### config.mk
export PLATFORM = sky130hd
export DESIGN_NAME = nmea_rmc_position_parser
export DESIGN_NICKNAME = d
export VERILOG_FILES = /design/src/design/nmea_rmc_pkg.sv /design/src/design/nmea_rmc_ctrl.sv /design/src/design/nmea_rmc_dp.sv /design/src/design/nmea_rmc_position_parser.sv
export SDC_FILE = /design/constraint.sdc
export NUM_CORES = 1
export LEC_CHECK = 0
export BUFFER_PORTS_ARGS = -buffer_cell sky130_fd_sc_hd__buf_2
export CAP_MARGIN = 20
export CORE_ASPECT_RATIO = 1.75
export CORE_MARGIN = 8
export CORE_UTILIZATION = 25
export DETAILED_ROUTE_END_ITERATION = 7
export PLACE_DENSITY = 0.39
export SLEW_MARGIN = 40
export SYNTH_ARGS = -nofsm -noshare
export SYNTH_HDL_FRONTEND = slang
export SYNTH_SLANG_ARGS = --single-unit
### constraint.sdc
create_clock -name clk -period 3 [get_ports clk]
set_input_delay 0.15 -clock clk [delete_from_list [all_inputs] [get_ports clk]]
set_output_delay 0.15 -clock clk [all_outputs]
set_load 0.01 [all_outputs]
### src/design/nmea_rmc_pkg.sv
package nmea_rmc_pkg;

  // Default sizes
  localparam int LINE_LIMIT_DEF = 299;
  localparam int LAT_KEEP_DEF   = 9;
  localparam int LON_KEEP_DEF   = 11;
  localparam int FLAG_KEEP_DEF  = 4;

  // Fixed widths
  localparam int LEN_W  = 4;  // token char count and lat/lon kept length
  localparam int FLEN_W = 3;  // flag kept length
  localparam int TOK_W  = 3;

  // Characters
  localparam logic [7:0] CH_DOLLAR = 8'h24;
  localparam logic [7:0] CH_STAR   = 8'h2A;
  localparam logic [7:0] CH_LF     = 8'h0A;
  localparam logic [7:0] CH_COMMA  = 8'h2C;
  localparam logic [7:0] CH_VOID   = 8'h56;
  localparam logic [7:0] CH_NUL    = 8'h00;

  // Token indexes
  localparam logic [TOK_W-1:0] TOK_NAME   = 3'd0;
  localparam logic [TOK_W-1:0] TOK_STATUS = 3'd2;
  localparam logic [TOK_W-1:0] TOK_LAT    = 3'd3;
  localparam logic [TOK_W-1:0] TOK_NS     = 3'd4;
  localparam logic [TOK_W-1:0] TOK_LON    = 3'd5;
  localparam logic [TOK_W-1:0] TOK_EW     = 3'd6;
  localparam logic [TOK_W-1:0] TOK_ALL    = 3'd7;

  localparam logic [LEN_W-1:0] NAME_LEN = 4'd6;
  localparam logic [LEN_W-1:0] CHARS_MAX = 4'd15;
  localparam logic [LEN_W-1:0] LAT_SKIP = 4'd4;
  localparam logic [LEN_W-1:0] LON_SKIP = 4'd5;

  // Output part codes
  localparam logic [1:0] PART_NS  = 2'd0;
  localparam logic [1:0] PART_LAT = 2'd1;
  localparam logic [1:0] PART_EW  = 2'd2;
  localparam logic [1:0] PART_LON = 2'd3;

  typedef enum logic [1:0] {
    ST_RECV,
    ST_CHECK,
    ST_DRAIN
  } state_t;

  typedef struct packed {
    logic take;        // input item accepted this cycle
    logic load_count;  // sentence accepted: load count, reset cursor
    logic drain_en;    // walk stored texts into the output register
  } cmd_t;

  typedef struct packed {
    logic term;        // current byte terminates an open sentence
    logic accept_ok;   // finished sentence qualifies
    logic drain_done;  // nothing left to emit
  } sts_t;

  function automatic logic [7:0] rmc_name_char(input logic [LEN_W-1:0] idx);
    logic [7:0] ch;
    case (idx)
      4'd0:    ch = 8'h24;  // $
      4'd1:    ch = 8'h47;  // G
      4'd2:    ch = 8'h4E;  // N
      4'd3:    ch = 8'h52;  // R
      4'd4:    ch = 8'h4D;  // M
      4'd5:    ch = 8'h43;  // C
      default: ch = 8'h00;
    endcase
    return ch;
  endfunction

endpackage

### src/design/nmea_rmc_ctrl.sv
module nmea_rmc_ctrl (
  input  logic                clk,
  input  logic                rst_n,
  input  logic                in_valid,
  output logic                in_stall,
  input  nmea_rmc_pkg::sts_t  sts,
  output nmea_rmc_pkg::cmd_t  cmd
);

  nmea_rmc_pkg::state_t state_r, state_nxt;

  always_ff @(posedge clk) begin
    if (!rst_n) begin
      state_r <= nmea_rmc_pkg::ST_RECV;
    end else begin
      state_r <= state_nxt;
    end
  end

  always_comb begin
    state_nxt = state_r;
    case (state_r)
      nmea_rmc_pkg::ST_RECV: begin
        if (in_valid && sts.term) state_nxt = nmea_rmc_pkg::ST_CHECK;
      end
      nmea_rmc_pkg::ST_CHECK: begin
        state_nxt = sts.accept_ok ? nmea_rmc_pkg::ST_DRAIN : nmea_rmc_pkg::ST_RECV;
      end
      nmea_rmc_pkg::ST_DRAIN: begin
        if (sts.drain_done) state_nxt = nmea_rmc_pkg::ST_RECV;
      end
      default: state_nxt = nmea_rmc_pkg::ST_RECV;
    endcase
  end

  always_comb begin
    in_stall       = 1'b1;
    cmd.take       = 1'b0;
    cmd.load_count = 1'b0;
    cmd.drain_en   = 1'b0;
    case (state_r)
      nmea_rmc_pkg::ST_RECV: begin
        in_stall = 1'b0;
        cmd.take = in_valid;
      end
      nmea_rmc_pkg::ST_CHECK: begin
        cmd.load_count = sts.accept_ok;
      end
      nmea_rmc_pkg::ST_DRAIN: begin
        cmd.drain_en = 1'b1;
      end
      default: in_stall = 1'b1;
    endcase
  end

endmodule

### src/design/nmea_rmc_dp.sv
module nmea_rmc_dp #(
  parameter int LINE_LIMIT = nmea_rmc_pkg::LINE_LIMIT_DEF,
  parameter int LAT_KEEP   = nmea_rmc_pkg::LAT_KEEP_DEF,
  parameter int LON_KEEP   = nmea_rmc_pkg::LON_KEEP_DEF,
  parameter int FLAG_KEEP  = nmea_rmc_pkg::FLAG_KEEP_DEF
) (
  input  logic               clk,
  input  logic               rst_n,
  input  logic [7:0]         in_rx_byte,
  input  nmea_rmc_pkg::cmd_t cmd,
  output nmea_rmc_pkg::sts_t sts,
  output logic               out_valid,
  input  logic               out_stall,
  output logic [7:0]         out_char,
  output logic [1:0]         out_part,
  output logic               out_last
);

  localparam int LEN_W  = nmea_rmc_pkg::LEN_W;
  localparam int FLEN_W = nmea_rmc_pkg::FLEN_W;
  localparam int TOK_W  = nmea_rmc_pkg::TOK_W;
  localparam int KW     = $clog2(LINE_LIMIT + 1);
  localparam int LATW   = (LAT_KEEP > 1) ? $clog2(LAT_KEEP) : 1;
  localparam int LONW   = (LON_KEEP > 1) ? $clog2(LON_KEEP) : 1;
  localparam int FW     = (FLAG_KEEP > 1) ? $clog2(FLAG_KEEP) : 1;
  localparam int TOTAL  = 2 * FLAG_KEEP + LAT_KEEP + LON_KEEP;
  localparam int CW     = $clog2(TOTAL + 1);

  localparam logic [KW-1:0]    LIMIT_K  = KW'(LINE_LIMIT);
  localparam logic [LEN_W-1:0] LAT_K    = LEN_W'(LAT_KEEP);
  localparam logic [LEN_W-1:0] LON_K    = LEN_W'(LON_KEEP);
  localparam logic [LEN_W-1:0] FLAG_K   = LEN_W'(FLAG_KEEP);

  // Sentence and token tracking
  logic              in_sentence_r, in_sentence_nxt;
  logic [KW-1:0]     kept_r, kept_nxt;
  logic [TOK_W-1:0]  tok_r, tok_nxt;
  logic              inside_r, inside_nxt;
  logic [LEN_W-1:0]  chars_r, chars_nxt;
  logic              name_ok_r, name_ok_nxt;
  logic              void_r, void_nxt;
  logic [LEN_W-1:0]  lat_len_r, lat_len_nxt;
  logic [LEN_W-1:0]  lon_len_r, lon_len_nxt;
  logic [FLEN_W-1:0] ns_len_r, ns_len_nxt;
  logic [FLEN_W-1:0] ew_len_r, ew_len_nxt;

  // Stored texts
  logic [7:0] lat_q [LAT_KEEP];
  logic [7:0] lon_q [LON_KEEP];
  logic [7:0] ns_q  [FLAG_KEEP];
  logic [7:0] ew_q  [FLAG_KEEP];

  logic             lat_we, lon_we, ns_we, ew_we;
  logic [LEN_W-1:0] wr_idx;

  // Drain cursor and output register
  logic [1:0]       part_r, part_nxt;
  logic [LEN_W-1:0] j_r, j_nxt;
  logic [CW-1:0]    rem_r, rem_nxt;
  logic             ov_r, ov_nxt;
  logic [7:0]       oc_r;
  logic [1:0]       op_r, op_nxt;
  logic             ol_r, ol_nxt;

  logic [7:0] b;
  logic is_dollar, is_term, is_comma;
  logic start, tb_en;
  logic [TOK_W-1:0] tok_b;
  logic inside_b, name_b, void_b;
  logic [LEN_W-1:0] chars_b, c_cur;

  logic [LEN_W-1:0] len_sel;
  logic             pos_ok, slot_free, emit;
  logic [CW-1:0]    total;

  assign b         = in_rx_byte;
  assign is_dollar = (b == nmea_rmc_pkg::CH_DOLLAR);
  assign is_term   = (b == nmea_rmc_pkg::CH_LF) || (b == nmea_rmc_pkg::CH_STAR);
  assign is_comma  = (b == nmea_rmc_pkg::CH_COMMA);

  assign sts.term       = in_sentence_r && !is_dollar && is_term;
  assign sts.accept_ok  = !void_r && name_ok_r && (tok_r == nmea_rmc_pkg::TOK_ALL);
  assign sts.drain_done = (rem_r == '0);

  assign start = cmd.take && !in_sentence_r && is_dollar;
  assign tb_en = start || (cmd.take && in_sentence_r && !is_dollar && !is_term &&
                           (kept_r < LIMIT_K) && (b != nmea_rmc_pkg::CH_NUL));

  // Per-sentence context, cleared on '$'
  assign tok_b    = start ? '0 : tok_r;
  assign inside_b = start ? 1'b0 : inside_r;
  assign chars_b  = start ? '0 : chars_r;
  assign name_b   = start ? 1'b1 : name_ok_r;
  assign void_b   = start ? 1'b0 : void_r;
  assign c_cur    = inside_b ? chars_b : '0;
  assign wr_idx   = c_cur;

  always_comb begin
    in_sentence_nxt = in_sentence_r;
    kept_nxt        = kept_r;
    tok_nxt         = tok_b;
    inside_nxt      = inside_b;
    chars_nxt       = chars_b;
    name_ok_nxt     = name_b;
    void_nxt        = void_b;
    lat_len_nxt     = start ? '0 : lat_len_r;
    lon_len_nxt     = start ? '0 : lon_len_r;
    ns_len_nxt      = start ? '0 : ns_len_r;
    ew_len_nxt      = start ? '0 : ew_len_r;
    lat_we          = 1'b0;
    lon_we          = 1'b0;
    ns_we           = 1'b0;
    ew_we           = 1'b0;

    if (start) begin
      in_sentence_nxt = 1'b1;
      kept_nxt        = KW'(1);
    end else if (cmd.take && sts.term) begin
      in_sentence_nxt = 1'b0;
      kept_nxt        = '0;
    end else if (cmd.take && in_sentence_r && !is_dollar && (kept_r < LIMIT_K)) begin
      // a zero byte closes the usable text
      kept_nxt = (b == nmea_rmc_pkg::CH_NUL) ? LIMIT_K : kept_r + KW'(1);
    end

    // token end on comma or terminator
    if ((tb_en && is_comma && inside_b) || (cmd.take && sts.term && inside_r)) begin
      if (tok_b == nmea_rmc_pkg::TOK_NAME && chars_b != nmea_rmc_pkg::NAME_LEN)
        name_ok_nxt = 1'b0;
      if (tok_b != nmea_rmc_pkg::TOK_ALL) tok_nxt = tok_b + TOK_W'(1);
      inside_nxt = 1'b0;
    end else if (tb_en && !is_comma) begin
      inside_nxt = 1'b1;
      case (tok_b)
        nmea_rmc_pkg::TOK_NAME: begin
          if (c_cur >= nmea_rmc_pkg::NAME_LEN || b != nmea_rmc_pkg::rmc_name_char(c_cur))
            name_ok_nxt = 1'b0;
        end
        nmea_rmc_pkg::TOK_STATUS: begin
          if (c_cur == '0 && b == nmea_rmc_pkg::CH_VOID) void_nxt = 1'b1;
        end
        nmea_rmc_pkg::TOK_LAT: begin
          if (c_cur < LAT_K) begin
            lat_we      = 1'b1;
            lat_len_nxt = c_cur + LEN_W'(1);
          end
        end
        nmea_rmc_pkg::TOK_NS: begin
          if (c_cur < FLAG_K) begin
            ns_we      = 1'b1;
            ns_len_nxt = FLEN_W'(c_cur + LEN_W'(1));
          end
        end
        nmea_rmc_pkg::TOK_LON: begin
          if (c_cur < LON_K) begin
            lon_we      = 1'b1;
            lon_len_nxt = c_cur + LEN_W'(1);
          end
        end
        nmea_rmc_pkg::TOK_EW: begin
          if (c_cur < FLAG_K) begin
            ew_we      = 1'b1;
            ew_len_nxt = FLEN_W'(c_cur + LEN_W'(1));
          end
        end
        default: ;
      endcase
      chars_nxt = (c_cur < nmea_rmc_pkg::CHARS_MAX) ? c_cur + LEN_W'(1) : c_cur;
    end
  end

  always_ff @(posedge clk) begin
    if (lat_we) lat_q[wr_idx[LATW-1:0]] <= b;
    if (lon_we) lon_q[wr_idx[LONW-1:0]] <= b;
    if (ns_we)  ns_q[wr_idx[FW-1:0]]    <= b;
    if (ew_we)  ew_q[wr_idx[FW-1:0]]    <= b;
  end

  // Emitted count: all kept chars minus one skipped char in lat and lon
  always_comb begin
    total = CW'(ns_len_r) + CW'(lat_len_r) + CW'(ew_len_r) + CW'(lon_len_r);
    if (lat_len_r > nmea_rmc_pkg::LAT_SKIP) total = total - CW'(1);
    if (lon_len_r > nmea_rmc_pkg::LON_SKIP) total = total - CW'(1);
  end

  always_comb begin
    case (part_r)
      nmea_rmc_pkg::PART_NS:  len_sel = LEN_W'(ns_len_r);
      nmea_rmc_pkg::PART_LAT: len_sel = lat_len_r;
      nmea_rmc_pkg::PART_EW:  len_sel = LEN_W'(ew_len_r);
      default:                len_sel = lon_len_r;
    endcase
  end

  assign pos_ok = (j_r < len_sel) &&
                  !(part_r == nmea_rmc_pkg::PART_LAT && j_r == nmea_rmc_pkg::LAT_SKIP) &&
                  !(part_r == nmea_rmc_pkg::PART_LON && j_r == nmea_rmc_pkg::LON_SKIP);
  assign slot_free = !ov_r || !out_stall;
  assign emit      = cmd.drain_en && slot_free && pos_ok && (rem_r != '0);

  always_comb begin
    part_nxt = part_r;
    j_nxt    = j_r;
    rem_nxt  = rem_r;
    ov_nxt   = ov_r && out_stall;
    op_nxt   = op_r;
    ol_nxt   = ol_r;
    if (cmd.load_count) begin
      part_nxt = nmea_rmc_pkg::PART_NS;
      j_nxt    = '0;
      rem_nxt  = total;
    end else if (cmd.drain_en && slot_free && rem_r != '0) begin
      // skipped or past-end positions just advance the cursor
      if ({1'b0, j_r} + (LEN_W + 1)'(1) < {1'b0, len_sel}) begin
        j_nxt = j_r + LEN_W'(1);
      end else begin
        j_nxt    = '0;
        part_nxt = part_r + 2'd1;
      end
      if (emit) begin
        ov_nxt  = 1'b1;
        op_nxt  = part_r;
        ol_nxt  = (rem_r == CW'(1));
        rem_nxt = rem_r - CW'(1);
      end
    end
  end

  always_ff @(posedge clk) begin
    if (!rst_n) begin
      in_sentence_r <= 1'b0;
      kept_r        <= '0;
      tok_r         <= '0;
      inside_r      <= 1'b0;
      chars_r       <= '0;
      name_ok_r     <= 1'b0;
      void_r        <= 1'b0;
      lat_len_r     <= '0;
      lon_len_r     <= '0;
      ns_len_r      <= '0;
      ew_len_r      <= '0;
      part_r        <= '0;
      j_r           <= '0;
      rem_r         <= '0;
      ov_r          <= 1'b0;
    end else begin
      in_sentence_r <= in_sentence_nxt;
      kept_r        <= kept_nxt;
      tok_r         <= tok_nxt;
      inside_r      <= inside_nxt;
      chars_r       <= chars_nxt;
      name_ok_r     <= name_ok_nxt;
      void_r        <= void_nxt;
      lat_len_r     <= lat_len_nxt;
      lon_len_r     <= lon_len_nxt;
      ns_len_r      <= ns_len_nxt;
      ew_len_r      <= ew_len_nxt;
      part_r        <= part_nxt;
      j_r           <= j_nxt;
      rem_r         <= rem_nxt;
      ov_r          <= ov_nxt;
    end
  end

  // stored texts are read straight into the output register
  always_ff @(posedge clk) begin
    if (emit) begin
      case (part_r)
        nmea_rmc_pkg::PART_NS:  oc_r <= ns_q[j_r[FW-1:0]];
        nmea_rmc_pkg::PART_LAT: oc_r <= lat_q[j_r[LATW-1:0]];
        nmea_rmc_pkg::PART_EW:  oc_r <= ew_q[j_r[FW-1:0]];
        default:                oc_r <= lon_q[j_r[LONW-1:0]];
      endcase
    end
    op_r <= op_nxt;
    ol_r <= ol_nxt;
  end

  assign out_valid = ov_r;
  assign out_char  = oc_r;
  assign out_part  = op_r;
  assign out_last  = ol_r;

endmodule

### src/design/nmea_rmc_position_parser.sv
// NMEA RMC position parser: takes one received byte per item and, for each
// $GNRMC sentence with a non-void status and all position fields present,
// emits the N/S flag, latitude, E/W flag and longitude text one character
// per item (latitude drops its char at index 4, longitude at index 5; out_last
// marks the final character). Ordinary bytes are accepted one per cycle.
// A terminator ('*' or newline) stalls input while the sentence is qualified
// in the check state; if it qualifies, input stays stalled while the
// stored-text cursor walks one position per cycle whenever the output
// register is free, at most 2*FLAG_KEEP + LAT_KEEP + LON_KEEP positions;
// out_stall on a full output register holds the cursor.
module nmea_rmc_position_parser #(
  parameter int LINE_LIMIT = nmea_rmc_pkg::LINE_LIMIT_DEF,
  parameter int LAT_KEEP   = nmea_rmc_pkg::LAT_KEEP_DEF,
  parameter int LON_KEEP   = nmea_rmc_pkg::LON_KEEP_DEF,
  parameter int FLAG_KEEP  = nmea_rmc_pkg::FLAG_KEEP_DEF
) (
  input  logic       clk,
  input  logic       rst_n,
  input  logic       in_valid,
  output logic       in_stall,
  input  logic [7:0] in_rx_byte,
  output logic       out_valid,
  input  logic       out_stall,
  output logic [7:0] out_char,
  output logic [1:0] out_part,
  output logic       out_last
);

  nmea_rmc_pkg::cmd_t cmd;
  nmea_rmc_pkg::sts_t sts;

  nmea_rmc_ctrl u_ctrl (
    .clk      (clk),
    .rst_n    (rst_n),
    .in_valid (in_valid),
    .in_stall (in_stall),
    .sts      (sts),
    .cmd      (cmd)
  );

  nmea_rmc_dp #(
    .LINE_LIMIT (LINE_LIMIT),
    .LAT_KEEP   (LAT_KEEP),
    .LON_KEEP   (LON_KEEP),
    .FLAG_KEEP  (FLAG_KEEP)
  ) u_dp (
    .clk        (clk),
    .rst_n      (rst_n),
    .in_rx_byte (in_rx_byte),
    .cmd        (cmd),
    .sts        (sts),
    .out_valid  (out_valid),
    .out_stall  (out_stall),
    .out_char   (out_char),
    .out_part   (out_part),
    .out_last   (out_last)
  );

endmodule
; ---- After elaboration in Yosys (flattened, before gate mapping)
; Memory sizes are Yosys's and may differ from the RTL's. A register that Yosys moved wholly into a read port is not among the register bits.
; Cells that the tools add are included.
[op_classes]
shift = 0
n_mul = 0
n_eq_ne = 29
n_reduce_logical = 62
add_sub_neg = 12
magnitude_cmp = 10
mux = 101
bitwise = 3
div = 0
[ops]
columns = operator, count
row1 = 4-bit two-way mux, 20
row2 = 1-bit two-way mux, 48
row3 = 7-bit one-hot mux with 6 select lines, 1
row4 = 3-bit two-way mux, 13
row5 = 1-bit logical AND, 29
row6 = 5-bit two-way mux, 5
row7 = 8-bit by 6-bit equality test with 1-bit output (second input constant), 3
row8 = 8-bit two-way mux, 3
row9 = 8-bit one-hot mux with 3 select lines, 1
row10 = 4-bit by 3-bit equality test with 1-bit output (second input constant), 4
row11 = 5-bit by 1-bit subtractor with 5-bit output (second input constant), 3
row12 = 2-bit two-way mux, 7
row13 = 3-bit equality test (second input constant), 4
row14 = 4-bit < comparator (second input constant), 3
row15 = 4-bit one-hot mux with 3 select lines, 1
row16 = 9-bit by 1-bit adder with 9-bit output (second input constant), 1
row17 = 1-bit logical NOT, 9
row18 = 9-bit < comparator (second input constant), 1
row19 = 9-bit two-way mux, 1
row20 = 4-bit by 1-bit adder with 4-bit output (second input constant), 2
row21 = 4-bit by 2-bit equality test with 1-bit output (second input constant), 2
row22 = 8-bit by 4-bit equality test with 1-bit output (second input constant), 1
row23 = 8-bit by 7-bit equality test with 1-bit output (second input constant), 1
row24 = 4-bit by 3-bit greater-than comparator with 1-bit output (second input constant), 2
row25 = 36 further kinds, 52
[word_totals]
inputBits = 12
mem_bits_rw = 224
n_memories = 4
latchBits = 0
mem_bits_ro = 0
register_bits = 59
[memory_table]
columns = name, depth, word_bits, read_ports, rd_ports_with_merged_regs, wr, line
row1 = u_dp.lon_q, 11, 8, 1, 1, 1, nmea_rmc_dp.sv:49  ; logic [7:0] lon_q [LON_KEEP];
row2 = u_dp.lat_q, 9, 8, 1, 1, 1, nmea_rmc_dp.sv:48  ; logic [7:0] lat_q [LAT_KEEP];
row3 = u_dp.ew_q, 4, 8, 1, 1, 1, nmea_rmc_dp.sv:51  ; logic [7:0] ew_q [FLAG_KEEP];
row4 = u_dp.ns_q, 4, 8, 1, 1, 1, nmea_rmc_dp.sv:50  ; logic [7:0] ns_q [FLAG_KEEP];

; ---- Logic depth before layout (Yosys ltp)
; Gate-level depths: netlist (run 1).
[logic_depth]
ltp_word = 18
ltp_mapped = 15

; ---- Cells and area by module
; A second synthesis (run 1) with hierarchy kept.
[hier_totals]
hier_cells = 894
area_unflattened_um2 = 12906.1
[modules_own_cells]
columns = module, seq_area_each_um2, cells_per_inst, area_per_inst_um2, n_inst
row1 = nmea_rmc_dp, 8057.7, 885, 12811.0, 1
row2 = nmea_rmc_ctrl, 40.0, 9, 95.1, 1

; ---- Least setup slack after synthesis (run 1)
; No wires, ideal clock.
[synth_path]
path_kind = register -> register
startpoint = reg u_dp.ew_len_r[1]
endpoint = reg u_dp.rem_r[4]
setup_slack_ps = -248
stages_incl_launch_ff = 13
arrival_time_ps = 3124
setup_ps = 124
required_ps = 2876
path_cell_list = dfxtp_1 > inv_1 > fa_1 > inv_1 > fa_1 > ha_1 > fa_1 > clkbuf_1 > inv_1 > or3_1 > a31oi_1 > xnor2_1 > o22ai_1
[synth_between]
elab_chain_cells = 8
elab_cells_between_ends = 15
classes_between = add/sub: 4 / order compare: 1 / mux: 4 / reduce/logical: 6
[synth_lines]
columns = item, line
row1 = "start, declared", nmea_rmc_dp.sv:45  ; logic [FLEN_W-1:0] ew_len_r, ew_len_nxt;
row2 = "start signal, assigned", nmea_rmc_dp.sv:257  ; ew_len_r <= ew_len_nxt;
row3 = "parallel branches: the longest is 8 deep, another holds 5-bit by 3-bit adder with 5-bit output", -
row4 = "end signal, assigned", nmea_rmc_dp.sv:260  ; rem_r <= rem_nxt;
row5 = "end, declared", nmea_rmc_dp.sv:59  ; logic [CW-1:0] rem_r, rem_nxt;
; Several ways; the timed one is not identified.
; A chain may end at the register's enable or synchronous reset.

; ---- Worst setup path in the final report (run 1)
; Same ends and word-level chain as after synthesis.

==> impl_metrics.csv, run 1 <==
group,metric,value,unit
outcome,status,"finished with violations",
outcome,violations,"setup timing",
floorplan,core,50500,um^2
synthesis,ys_seq_area_share,63.6,%
timing,period_needed,3110,ps
worst_setup_path,r2r_setup_slack,-110,ps
power_and_ir_drop,clkPwrFrac,45.7,%
synthesis,synthXorXnorAreaFrac,1.65,%
drt,drt-total-wl,36600,um
synthesis,syn_area,12700,um^2
floorplan,initial_core_util,25.2,%
placement,pre_cts_slack,-199,ps
synthesis,synth_warnings,0,
clock_network,htree_levels,1,
hold_path,hold_depth,3,
global_routing,grt_pass1_wl,54600,um
timing,drv_slew,0,
drt,wl_per_cell,21.6,um
global_routing,antenna_found_initial,1,
placement,dp_cells,1634,
power_and_ir_drop,p_total,8.17,mW
worst_setup_path,start_kind,"register",
layout,syn2layout_area_growth,21.3,%
power_and_ir_drop,switching_share,20.9,%
clock_network,root_buffer,"clkbuf_16",
synthesis,synth_compound_area_share,8.73,%
synthesis,avgSynthCellArea,14.4,um^2
timing,fin_skew,11.3,ps
synthesis,netlist_instances,886,
worst_setup_path,r2r-end,"u_dp.rem_r[4]$_SDFFE_PN0P_",
worst_setup_path,reg2reg_depth,11,
worst_setup_path,endpoint_kind,"register",
worst_setup_path,r2r-start,"u_dp.ew_len_r[1]$_SDFF_PN0_",
global_routing,grt_overflow_total,0,
floorplan,die_area,58700,um^2
power_and_ir_drop,p_leak,4.97,nW
synthesis,synthArstFlopShare,0,%
global_routing,grt_max_degree,32,
timing,finalHoldViolations,0,
drt,vias,7756,
timing,worstMarginPinSlew,677,ps
synthesis,synth-simple-area-share,8.64,%
layout,stdcell_area,15400,um^2
hold_path,hold_end,"u_dp.kept_r[0]$_SDFFE_PN0P_",
worst_setup_path,crit_path_max_incr_delay,610,ps
layout,fin_cells,1692,
drt,avgViaCountPerCell,4.58,
synthesis,yosysTopAreaCellShare,55.4,%
layout,nets,1050,
layout,insertedDiodeCount,0,
clock_network,clk_latency,560,ps
timing,rsz0062_at_grt,"yes",
global_routing,grt_pass1_vias,8422,
timing,maxSlewHeadroom,54.3,%
clock_network,cts_buffers,28,
timing,setup_ws,-110,ps
placement,dp_hpwl,26300,um
power_and_ir_drop,power.internal,6.46,mW
hold_path,hp-class,"input port to register",
synthesis,ys_top_cells_by_count,"edfxtp_1 (235), nand2_1 (54), dfxtp_1 (52), nor2_1 (52), mux4_2 (48)",
power_and_ir_drop,switchingPower,1.71,mW
worst_setup_path,arrival,3550,ps
power_and_ir_drop,power_frac_comb,1.7,%
global_routing,grt_usage,12.4,%
synthesis,syn_nets,932,
worst_setup_path,slowest_stage,"fa_2",
worst_setup_path,worstSetupPathType,"register to register",
floorplan,die_x,187,um
drt,drtPass1Iterations,5,
timing,setup_tns,-215,ps
power_and_ir_drop,p_seq_share,52.6,%
clock_network,cts_tree,"built",
synthesis,synth_top_family_by_area,"multiplexers",
flow_run,maxCapViolCount,0,
synthesis,synth_area_leaders,"edfxtp_1 (55%), mux4_2 (8.5%), dfxtp_1 (8.2%)",
worst_setup_path,cp.required,3440,ps
layout,final_core_util,30.6,%
drt,drtAntennaViolNets,0,
clock_network,path_clk_slew,70,ps
synthesis,synth_cell_type_count,68,
synthesis,ys_seq_elements,287,
worst_setup_path,path_cells,"inv_2 -> fa_1 -> inv_1 -> fa_1 -> ha_4 -> fa_2 -> inv_1 -> or3_1 -> a31oi_2 -> xnor2_1 -> o22ai_1",
timing,whs,22.9,ps
synthesis,synth_edf_count,235,
clock_network,clockBufferDepth,3,
synthesis,synth_mux_area_share,11.1,%
placement,place_congestion,0.761,
power_and_ir_drop,power.density,529,nW/um^2
synthesis,yosysMostFrequentCell,"edfxtp_1",
hold_path,worstHoldStart,"rst_n",
timing,timing.fmax,322,MHz
drt,remaining_drc_errors,0,
worst_setup_path,cp_max_fo,5,
drt,drt_iter0_drc,450,
floorplan,io_pins,25,
power_and_ir_drop,ir_worst_vdd,0.000430,V
placement,place_area,14300,um^2
synthesis,ys_dominant_reg_cell,"edfxtp_1",
synthesis,synth_fa_ha_area_share,3.75,%
synthesis,synth_top_area_cell,"edfxtp_1",
timing,finalSetupViolCount,2,
timing,fin_crit_sh,104,%
placement,placement.io_buffers,24,
floorplan,die_y,315,um
clock_network,numClockSinks,287,
floorplan,rows,109,
layout,drive_gt1_share,26.8,%
## power by group through the flow
stage | clock network, mW | logic, mW | registers (mW)
after floorplan | 0 | 0.0344 | 4.39
after global placement | 0 | 0.140 | 4.38
after detailed placement | 0 | 0.142 | 4.38
after CTS | 3.86 | 0.144 | 4.29
after global routing | 4.00 | 0.152 | 4.29
final | 3.73 | 0.140 | 4.30
## state kept, by name, indices dropped and copies added (netlist names), 2 cells and up, named ones only
name,cells
u_dp.lon_q,88
u_dp.lat_q,72
u_dp.ew_q,32
u_dp.ns_q,32
u_dp.kept_r,9
u_dp.out_char,8
u_dp.rem_r,5
u_dp.chars_r,4
u_dp.j_r,4
u_dp.lat_len_r,4
u_dp.lon_len_r,4
u_dp.ew_len_r,3
u_dp.ns_len_r,3
u_dp.tok_r,3
u_ctrl.state_r,2
u_dp.out_part,2
u_dp.part_r,2
## cell families (layout without fill, tap and decap cells)
logic type	after synthesis	count (layout)
and+or+nand+nor	216	216
DFF	287	287
adders and majority gates	34	34
xor gates and xnor gates	24	24
buffers and inverters	78	218
muxes	80	80
AOI/OAI and AO/OA	167	167
## final cells by class
type	instances	area, um^2
inverters	32	123
clock inverters	18	205
flip-flops and latches	287	8100
fillers	5134	35000
multi-input cells	521	4420
repair buffers	134	980
clock buffers	34	776
well taps	666	833
## how the worst max path moves through the flow
stage | endpoint | from | slack, ps | depth (start not counted)
after floorplan | u_dp.rem_r[4]$_SDFFE_PN0P_ | u_dp.ew_len_r[1]$_SDFF_PN0_ | -30 | 12
after global placement | u_dp.rem_r[4]$_SDFFE_PN0P_ | u_dp.ew_len_r[1]$_SDFF_PN0_ | -220 | 11
after detailed placement | u_dp.rem_r[4]$_SDFFE_PN0P_ | u_dp.ew_len_r[1]$_SDFF_PN0_ | -200 | 11
after CTS | u_dp.rem_r[4]$_SDFFE_PN0P_ | u_dp.ew_len_r[1]$_SDFF_PN0_ | -120 | 11
after global routing | u_dp.rem_r[4]$_SDFFE_PN0P_ | u_dp.ew_len_r[1]$_SDFF_PN0_ | -260 | 11
final | u_dp.rem_r[4]$_SDFFE_PN0P_ | u_dp.ew_len_r[1]$_SDFF_PN0_ | -110 | 11
## routing by layer
| metal | wire [um] | track usage, % | vias up | share of wire (%) |
|---|---|---|---|---|
| met5 | 0 | 0 | - | 0 |
| met3 | 833 | 1.40 | 55 | 2.3 |
| met2 | 20900 | 24.8 | 101 | 57 |
| met4 | 1350 | 5.45 | 0 | 3.7 |
| met1 | 13500 | 12.5 | 3929 | 37 |
| li1 | - | - | 3671 | - |
## worst max-delay path, delay by kind of cell, from the launching register on
family	cells	cell delay, ps
adders and majority gates	4	1810
DFF	1	330
and+or+nand+nor	1	320
AOI/OAI and AO/OA	2	240
xor gates and xnor gates	1	150
buffers and inverters	3	140
## cells in the final DEF (no fill, tap or decap), drive strengths merged, types with 11 or more instances in the layout
cell type | synthesis | layout
xnor2 | 20 | 20
mux4 | 48 | 48
ha | 27 | 27
buf | 18 | 132
mux2 | 11 | 11
mux2i | 21 | 21
nor3 | 19 | 19
edfxtp | 235 | 235
nor2 | 52 | 52
dfxtp | 52 | 52
nand2 | 54 | 54
o21ai | 45 | 45
o211ai | 20 | 20
a31oi | 11 | 11
clkbuf | 28 | 34
a222oi | 11 | 11
nand3 | 21 | 21
a21oi | 41 | 41
inv | 32 | 35
## what timing repair did
action,4_1_cts,5_1_grt
hold buffers,2,0
gates resized for setup,9,13
setup endpoints to repair,4,14
pin swaps,4,3
setup buffers,2,3
endpoints found under the hold margin,9,0
Power figures use the tool's default switching activity.
==> run 2: changes to the inputs <==
--- a/config.mk
+++ b/config.mk
@@ -15,4 +15,5 @@
 export SLEW_MARGIN = 40
 export SYNTH_ARGS = -nofsm -noshare
 export SYNTH_HDL_FRONTEND = slang
+export SYNTH_HIERARCHICAL = 1
 export SYNTH_SLANG_ARGS = --single-unit
==> run 2 against run 1 <==
Net effect:
- the flow still finishes with violations (setup timing)
- critical path depth grew 7
- fmax down 4.0%
- setup slack lost 130 ps
- clock power down 11%
- routed wire length increased by 0.52%
- sequential power barely moved
- global-route usage is 0.057 points higher
- cell area is 1.8% higher
- register-to-register slack got worse by 130 ps
- count of clock-buffer cells in the layout down 5
- non-clock buffer count increased by 5
- sequential cell count unchanged
==> impl_metrics.csv, run 2 <==
group,metric,value,unit
outcome,status,"finished with violations",
outcome,violations,"setup timing",
synthesis,synth_edf_count,235,
drt,remaining_drc_errors,0,
placement,place_area,14600,um^2
synthesis,synth_top_area_cell,"edfxtp_1",
placement,pre_cts_slack,-258,ps
timing,period_needed,3240,ps
floorplan,die_x,188,um
synthesis,synth_cell_type_count,80,
clock_network,clk_latency,550,ps
power_and_ir_drop,p_leak,5.11,nW
clock_network,root_buffer,"clkbuf_16",
synthesis,netlist_instances,894,
synthesis,ys_seq_area_share,62.7,%
worst_setup_path,start_kind,"register",
worst_setup_path,endpoint_kind,"register",
floorplan,die_area,59400,um^2
layout,fin_cells,1705,
placement,dp_hpwl,27100,um
layout,drive_gt1_share,28.5,%
flow_run,maxCapViolCount,0,
global_routing,grt_overflow_total,0,
worst_setup_path,cp.buffers_inverters,6,
worst_setup_path,slowest_stage,"fa_1",
worst_setup_path,cp.required,3450,ps
drt,vias,7800,
timing,timing.fmax,309,MHz
timing,fin_crit_sh,108,%
floorplan,io_pins,25,
worst_setup_path,path_cells,"inv_2 -> fa_1 -> inv_1 -> fa_1 -> ha_4 -> inv_2 -> ha_4 -> nand2_4 -> o21ai_4 -> ha_4 -> inv_4 -> nor3_4 -> buf_4 -> buf_4 -> nor2b_2 -> xnor2_1 -> nand2_1 -> o211a_1",
hold_path,hp-class,"input port to register",
drt,drtAntennaViolNets,0,
power_and_ir_drop,ir_worst_vdd,0.000270,V
clock_network,htree_levels,1,
global_routing,grt_max_degree,41,
layout,final_common_cell,"edfxtp_1",
global_routing,grt_pass1_vias,8538,
timing,setup_ws,-239,ps
global_routing,antenna_found_initial,0,
timing,drv_slew,0,
power_and_ir_drop,power.density,494,nW/um^2
timing,finalHoldViolations,0,
clock_network,clockBufferDepth,3,
clock_network,numClockSinks,287,
drt,drt_iter0_drc,384,
synthesis,ys_seq_elements,287,
synthesis,yosysTopAreaCellShare,54.7,%
timing,finalSetupViolCount,3,
clock_network,cts_tree,"built",
synthesis,ys_dominant_reg_cell,"edfxtp_1",
floorplan,initial_core_util,25.2,%
layout,largest_reg_flops,88,
worst_setup_path,crit_path_max_incr_delay,530,ps
drt,wl_per_cell,21.6,um
layout,mostFrequentLayoutCells,"edfxtp_1 (235), buf_4 (99), nor2_1 (53)",
worst_setup_path,arrival,3690,ps
synthesis,synth_area_leaders,"edfxtp_1 (55%), mux4_2 (8.4%), dfxtp_1 (8.1%)",
synthesis,synth_warnings,6,
layout,syn2layout_area_growth,21.8,%
timing,maxSlewHeadroom,50.7,%
synthesis,syn_nets,940,
drt,drtPass1Iterations,5,
worst_setup_path,crit_family,"adder cells",
global_routing,grt_pass1_wl,55200,um
timing,fin_skew,21.8,ps
floorplan,rows,110,
worst_setup_path,worstSetupPathType,"register to register",
global_routing,grt_usage,12.4,%
timing,whs,42.9,ps
synthesis,avgSynthCellArea,14.4,um^2
layout,fillCellCount,5165,
layout,nets,1060,
layout,stdcell_area,15700,um^2
timing,rsz0062_at_grt,"yes",
layout,insertedDiodeCount,0,
drt,avgViaCountPerCell,4.57,
synthesis,ys_top_cells_by_count,"edfxtp_1 (235), nor2_1 (63), dfxtp_1 (52)",
clock_network,path_clk_slew,70,ps
floorplan,core,51200,um^2
placement,placement.io_buffers,24,
worst_setup_path,worst_path_most_repeated_cell,"ha_4",
synthesis,yosysMostFrequentCell,"edfxtp_1",
clock_network,cts_buffers,27,
worst_setup_path,cp_max_fo,2,
placement,dp_cells,1644,
drt,drt-total-wl,36800,um
synthesis,syn_area,12900,um^2
placement,place_congestion,0.767,
floorplan,die_y,317,um
timing,worstMarginPinSlew,731,ps
synthesis,synthArstFlopShare,0,%
-- run 2: changes by cell type after synthesis, sizes merged, moves of 6 or more --
| cell | change |
|---|---|
| xor2 | +9 |
| a21oi | -9 |
| nand3 | +9 |
| a211oi | +6 |
| nor2 | +11 |
| or3 | -7 |
| nor3 | -6 |
| o21ai | -16 |
| xnor2 | -9 |
| nor2b | +8 |
-- run 2: cell families after synthesis --
logic type / synth area share (%)
AO/OA/AOI/OAI: 8.33
buffers and inverters: 2.69
XOR/XNOR: 1.63
flip-flops: 62.7
AND/OR/NAND/NOR: 9.70
multiplexers: 11.1
adder cells (fa/ha/maj): 3.78
-- run 2: path summary, 6_finish.rpt --
path,start,endpoint,slack [ps],cells past startpoint
setup / recovery,u_dp/lat_len_r[1]$_SDFF_PN0_,u_dp/rem_r[2]$_SDFFE_PN0P_,-240,18
setup reg to reg,u_dp/lat_len_r[1]$_SDFF_PN0_,u_dp/rem_r[2]$_SDFFE_PN0P_,-240,18
hold reg to reg,u_dp/void_r$_SDFF_PN0_,u_dp/void_r$_SDFF_PN0_,460,2
hold / removal,in_rx_byte[2],u_dp/lon_q[6][2]$_DFFE_PP_,40,2
-- run 2: stage by stage --
stage	TNS, ps	utilization, %	power [mW]
floorplan	-190	-	4.42
global placement	-630	28.6	4.53
detailed placement	-679	28.6	4.53
CTS	-505	30.4	7.91
global route	-1080	30.7	8.03
finish	-542	30.7	7.77
-- run 2: layout make-up --
class | count | area (um^2) | share of cell area [%]
inverters | 32 | 123 | 0.780
repair buffers | 139 | 1150 | 7.34
clock buffers | 29 | 683 | 4.35
clock inverters | 19 | 150 | 0.955
flip-flops and latches | 287 | 8110 | 51.6
well taps | 672 | 841 | 5.35
multi-input cells | 527 | 4660 | 29.7
-- run 2: worst reg2reg max path, stage by stage, from the launching register on --
cell and delay (ps):
dfxtp_2 330, inv_2 40, fa_1 530, inv_1 50, fa_1 490, ha_4 300, inv_2 40, ha_4 270
nand2_4 50, o21ai_4 70, ha_4 170, inv_4 40, nor3_4 180, buf_4 130, buf_4 90, nor2b_2 30
xnor2_1 140, nand2_1 60, o211a_1 110
-- run 2: layer usage --
layer	global-route usage, %	wire length (um)	vias up
met5	0	0	-
met4	5.24	1430	0
met3	1.31	926	51
met2	25.2	21200	98
met1	12.4	13200	3952
li1	-	-	3699
-- run 2: power by group --
group          switching, mW  internal [mW]  total (mW)
Clock                   1.51           1.82        3.32
Sequential          0.000557           4.30        4.30
Combinational          0.109         0.0362       0.145
-- run 2: what timing repair did --
item                                    4_1_cts  5_1_grt
endpoints found under the setup margin        4      110
gates resized for setup                       7        9
pin swaps                                    10       16
hold endpoints to repair                     10        0
hold buffers                                  3        0
setup buffers                                 3        7
==> run 3: changes to the inputs <==
--- a/config.mk
+++ b/config.mk
@@ -11,7 +11,7 @@
 export CORE_MARGIN = 8
 export CORE_UTILIZATION = 25
 export DETAILED_ROUTE_END_ITERATION = 7
-export PLACE_DENSITY = 0.39
+export PLACE_DENSITY = 0.44
 export SLEW_MARGIN = 40
 export SYNTH_ARGS = -nofsm -noshare
 export SYNTH_HDL_FRONTEND = slang
==> run 3 against run 2 <==
Net effect:
- the flow still finishes with violations (setup timing)
- non-clock buffer count shrank 14
- count of clock-buffer cells in the layout grew 7
- via count grew 0.86%
- combinational power shrank 4%
- cell area shrank 0.72%
- register-to-register slack gained 70 ps
- sequential cell count is the same
- critical path type unchanged
- largest power group unchanged
==> impl_metrics.csv, run 3 (synthesis gave the netlist of run 2 again) <==
group,metric,value,unit
clock_network,cts_tree,"built",
global_routing,grt_pass1_wl,54000,um
drt,drt_iter0_drc,542,
floorplan,core,51200,um^2
outcome,status,"finished with violations",
timing,period_needed,3170,ps
global_routing,grt-busiest-layer,"met2",
clock_network,numClockSinks,287,
layout,fin_cells,1692,
layout,mostFrequentLayoutCells,"edfxtp_1 (235), buf_4 (92), nor2_1 (53)",
layout,multi_input_area,4640,um^2
drt,drtAntennaViolNets,0,
placement,dp_hpwl,26100,um
timing,maxSlewHeadroom,53.2,%
global_routing,met3_usage,1.08,%
clock_network,htree_levels,1,
worst_setup_path,start_kind,"register",
drt,wl_per_cell,21.2,um
placement,placement.io_buffers,24,
placement,pre_cts_slack,-268,ps
floorplan,io_pins,25,
floorplan,rows,110,
worst_setup_path,arrival,3600,ps
drt,avgViaCountPerCell,4.65,
layout,seq_area,8110,um^2
global_routing,met2_usage,24.2,%
power_and_ir_drop,power.density,514,nW/um^2
global_routing,gr-usage-met1,11.9,%
worst_setup_path,cp.required,3430,ps
floorplan,die_x,188,um
timing,finalHoldViolations,0,
global_routing,grt_usage,12.1,%
timing,finalSetupViolCount,3,
floorplan,initial_core_util,25.2,%
layout,drive_gt1_share,27.8,%
timing,drv_slew,0,
worst_setup_path,cp_max_fo,2,
drt,drtPass1Iterations,5,
clock_network,path_clk_slew,70,ps
hold_path,hp-class,"input port to register",
clock_network,clockBufferDepth,3,
timing,fin_skew,16.8,ps
timing,timing.fmax,315,MHz
drt,vias,7867,
power_and_ir_drop,p_leak,5.07,nW
worst_setup_path,endpoint_kind,"register",
global_routing,grt_overflow_total,0,
drt,remaining_drc_errors,0,
timing,rsz0062_at_grt,"yes",
power_and_ir_drop,ir_worst_vdd,0.000299,V
timing,worstMarginPinSlew,702,ps
global_routing,antenna_found_initial,1,
timing,fin_crit_sh,106,%
worst_setup_path,worstSetupPathType,"register to register",
layout,syn2layout_area_growth,20.9,%
global_routing,grt_max_degree,37,
layout,stdcell_area,15600,um^2
timing,setup_ws,-171,ps
layout,final_common_cell,"edfxtp_1",
clock_network,root_buffer,"clkbuf_16",
drt,drt-total-wl,35900,um
layout,fillCellCount,5150,
clock_network,clk_latency,550,ps
layout,nets,1046,
clock_network,cts_buffers,27,
floorplan,die_y,317,um
flow_run,maxCapViolCount,0,
placement,place_area,14600,um^2
outcome,violations,"setup timing",
power_and_ir_drop,p_total,8.03,mW
floorplan,die_area,59400,um^2
placement,dp_cells,1637,
placement,place_congestion,0.774,
layout,final_core_util,30.5,%
layout,largest_reg_flops,88,
global_routing,grt_pass1_vias,8455,
==> run 3: cell types whose count changed in the layout (fill, tap and decap cells not counted), sizes merged <==
cell    delta
buf       -14
clkbuf     +7
clkinv     -6
diode      +1
inv        -1
==> run 3: layout make-up <==
type	count	share of cell area, %
clock inverters	12	0.762
multi-input cells	527	29.8
repair buffers	125	6.16
clock buffers	36	5.22
flip-flops and latches	287	51.9
well taps	672	5.39
inverters	32	0.770
diodes	1	0.0160
==> run 3: metal layers <==
| metal | routed length (um) | share of wire [%] |
|---|---|---|
| met5 | 0 | 0 |
| met4 | 1640 | 4.6 |
| met3 | 846 | 2.4 |
| met2 | 20600 | 58 |
| met1 | 12700 | 36 |
==> run 3: stage by stage <==
step	hold slack [ps]	TNS, ps
floorplan	249	-190
global placement	442	-627
detailed placement	453	-709
CTS	20.8	-485
global route	21.1	-897
finish	22.9	-361
==> run 3: path summary, 6_finish.rpt <==
kind | depth (start not counted) | from | slack, ps | endpoint
setup reg to reg | 16 | u_dp/lat_len_r[1]$_SDFF_PN0_ | -170 | u_dp/rem_r[4]$_SDFFE_PN0P_
hold reg to reg | 2 | u_dp/void_r$_SDFF_PN0_ | 460 | u_dp/void_r$_SDFF_PN0_
hold / removal | 1 | in_rx_byte[6] | 20 | u_dp/lat_q[4][6]$_DFFE_PP_
setup / recovery | 16 | u_dp/lat_len_r[1]$_SDFF_PN0_ | -170 | u_dp/rem_r[4]$_SDFFE_PN0P_
==> run 3: power breakdown <==
| part | switching (mW) | total [mW] | internal (mW) |
|---|---|---|---|
| clock | 1.52 | 3.60 | 2.08 |
| sequential | 0.000588 | 4.30 | 4.30 |
| combinational | 0.105 | 0.139 | 0.0336 |
==> run 3: what timing repair did <==
| action | 4_1_cts | 5_1_grt |
|---|---|---|
| gates resized for setup | 9 | 2 |
| hold buffers | 3 | 0 |
| endpoints found under the hold margin | 14 | 0 |
| setup buffers | 2 | 1 |
| setup endpoints to repair | 4 | 42 |
| pin swaps | 13 | 6 |
| gates cloned | 0 | 0 |
==> run 3: worst max-delay path: stages, from the launching register on <==
cell and delay (ps):
dfxtp_2 330, inv_2 40, fa_1 530, inv_1 50, fa_1 490, ha_4 300, inv_2 40, ha_4 270
nand2_4 50, o21ai_4 70, ha_4 150, inv_2 40, nor3_2 170, a32oi_1 80, o22ai_1 210, xnor2_1 140
o22ai_1 90
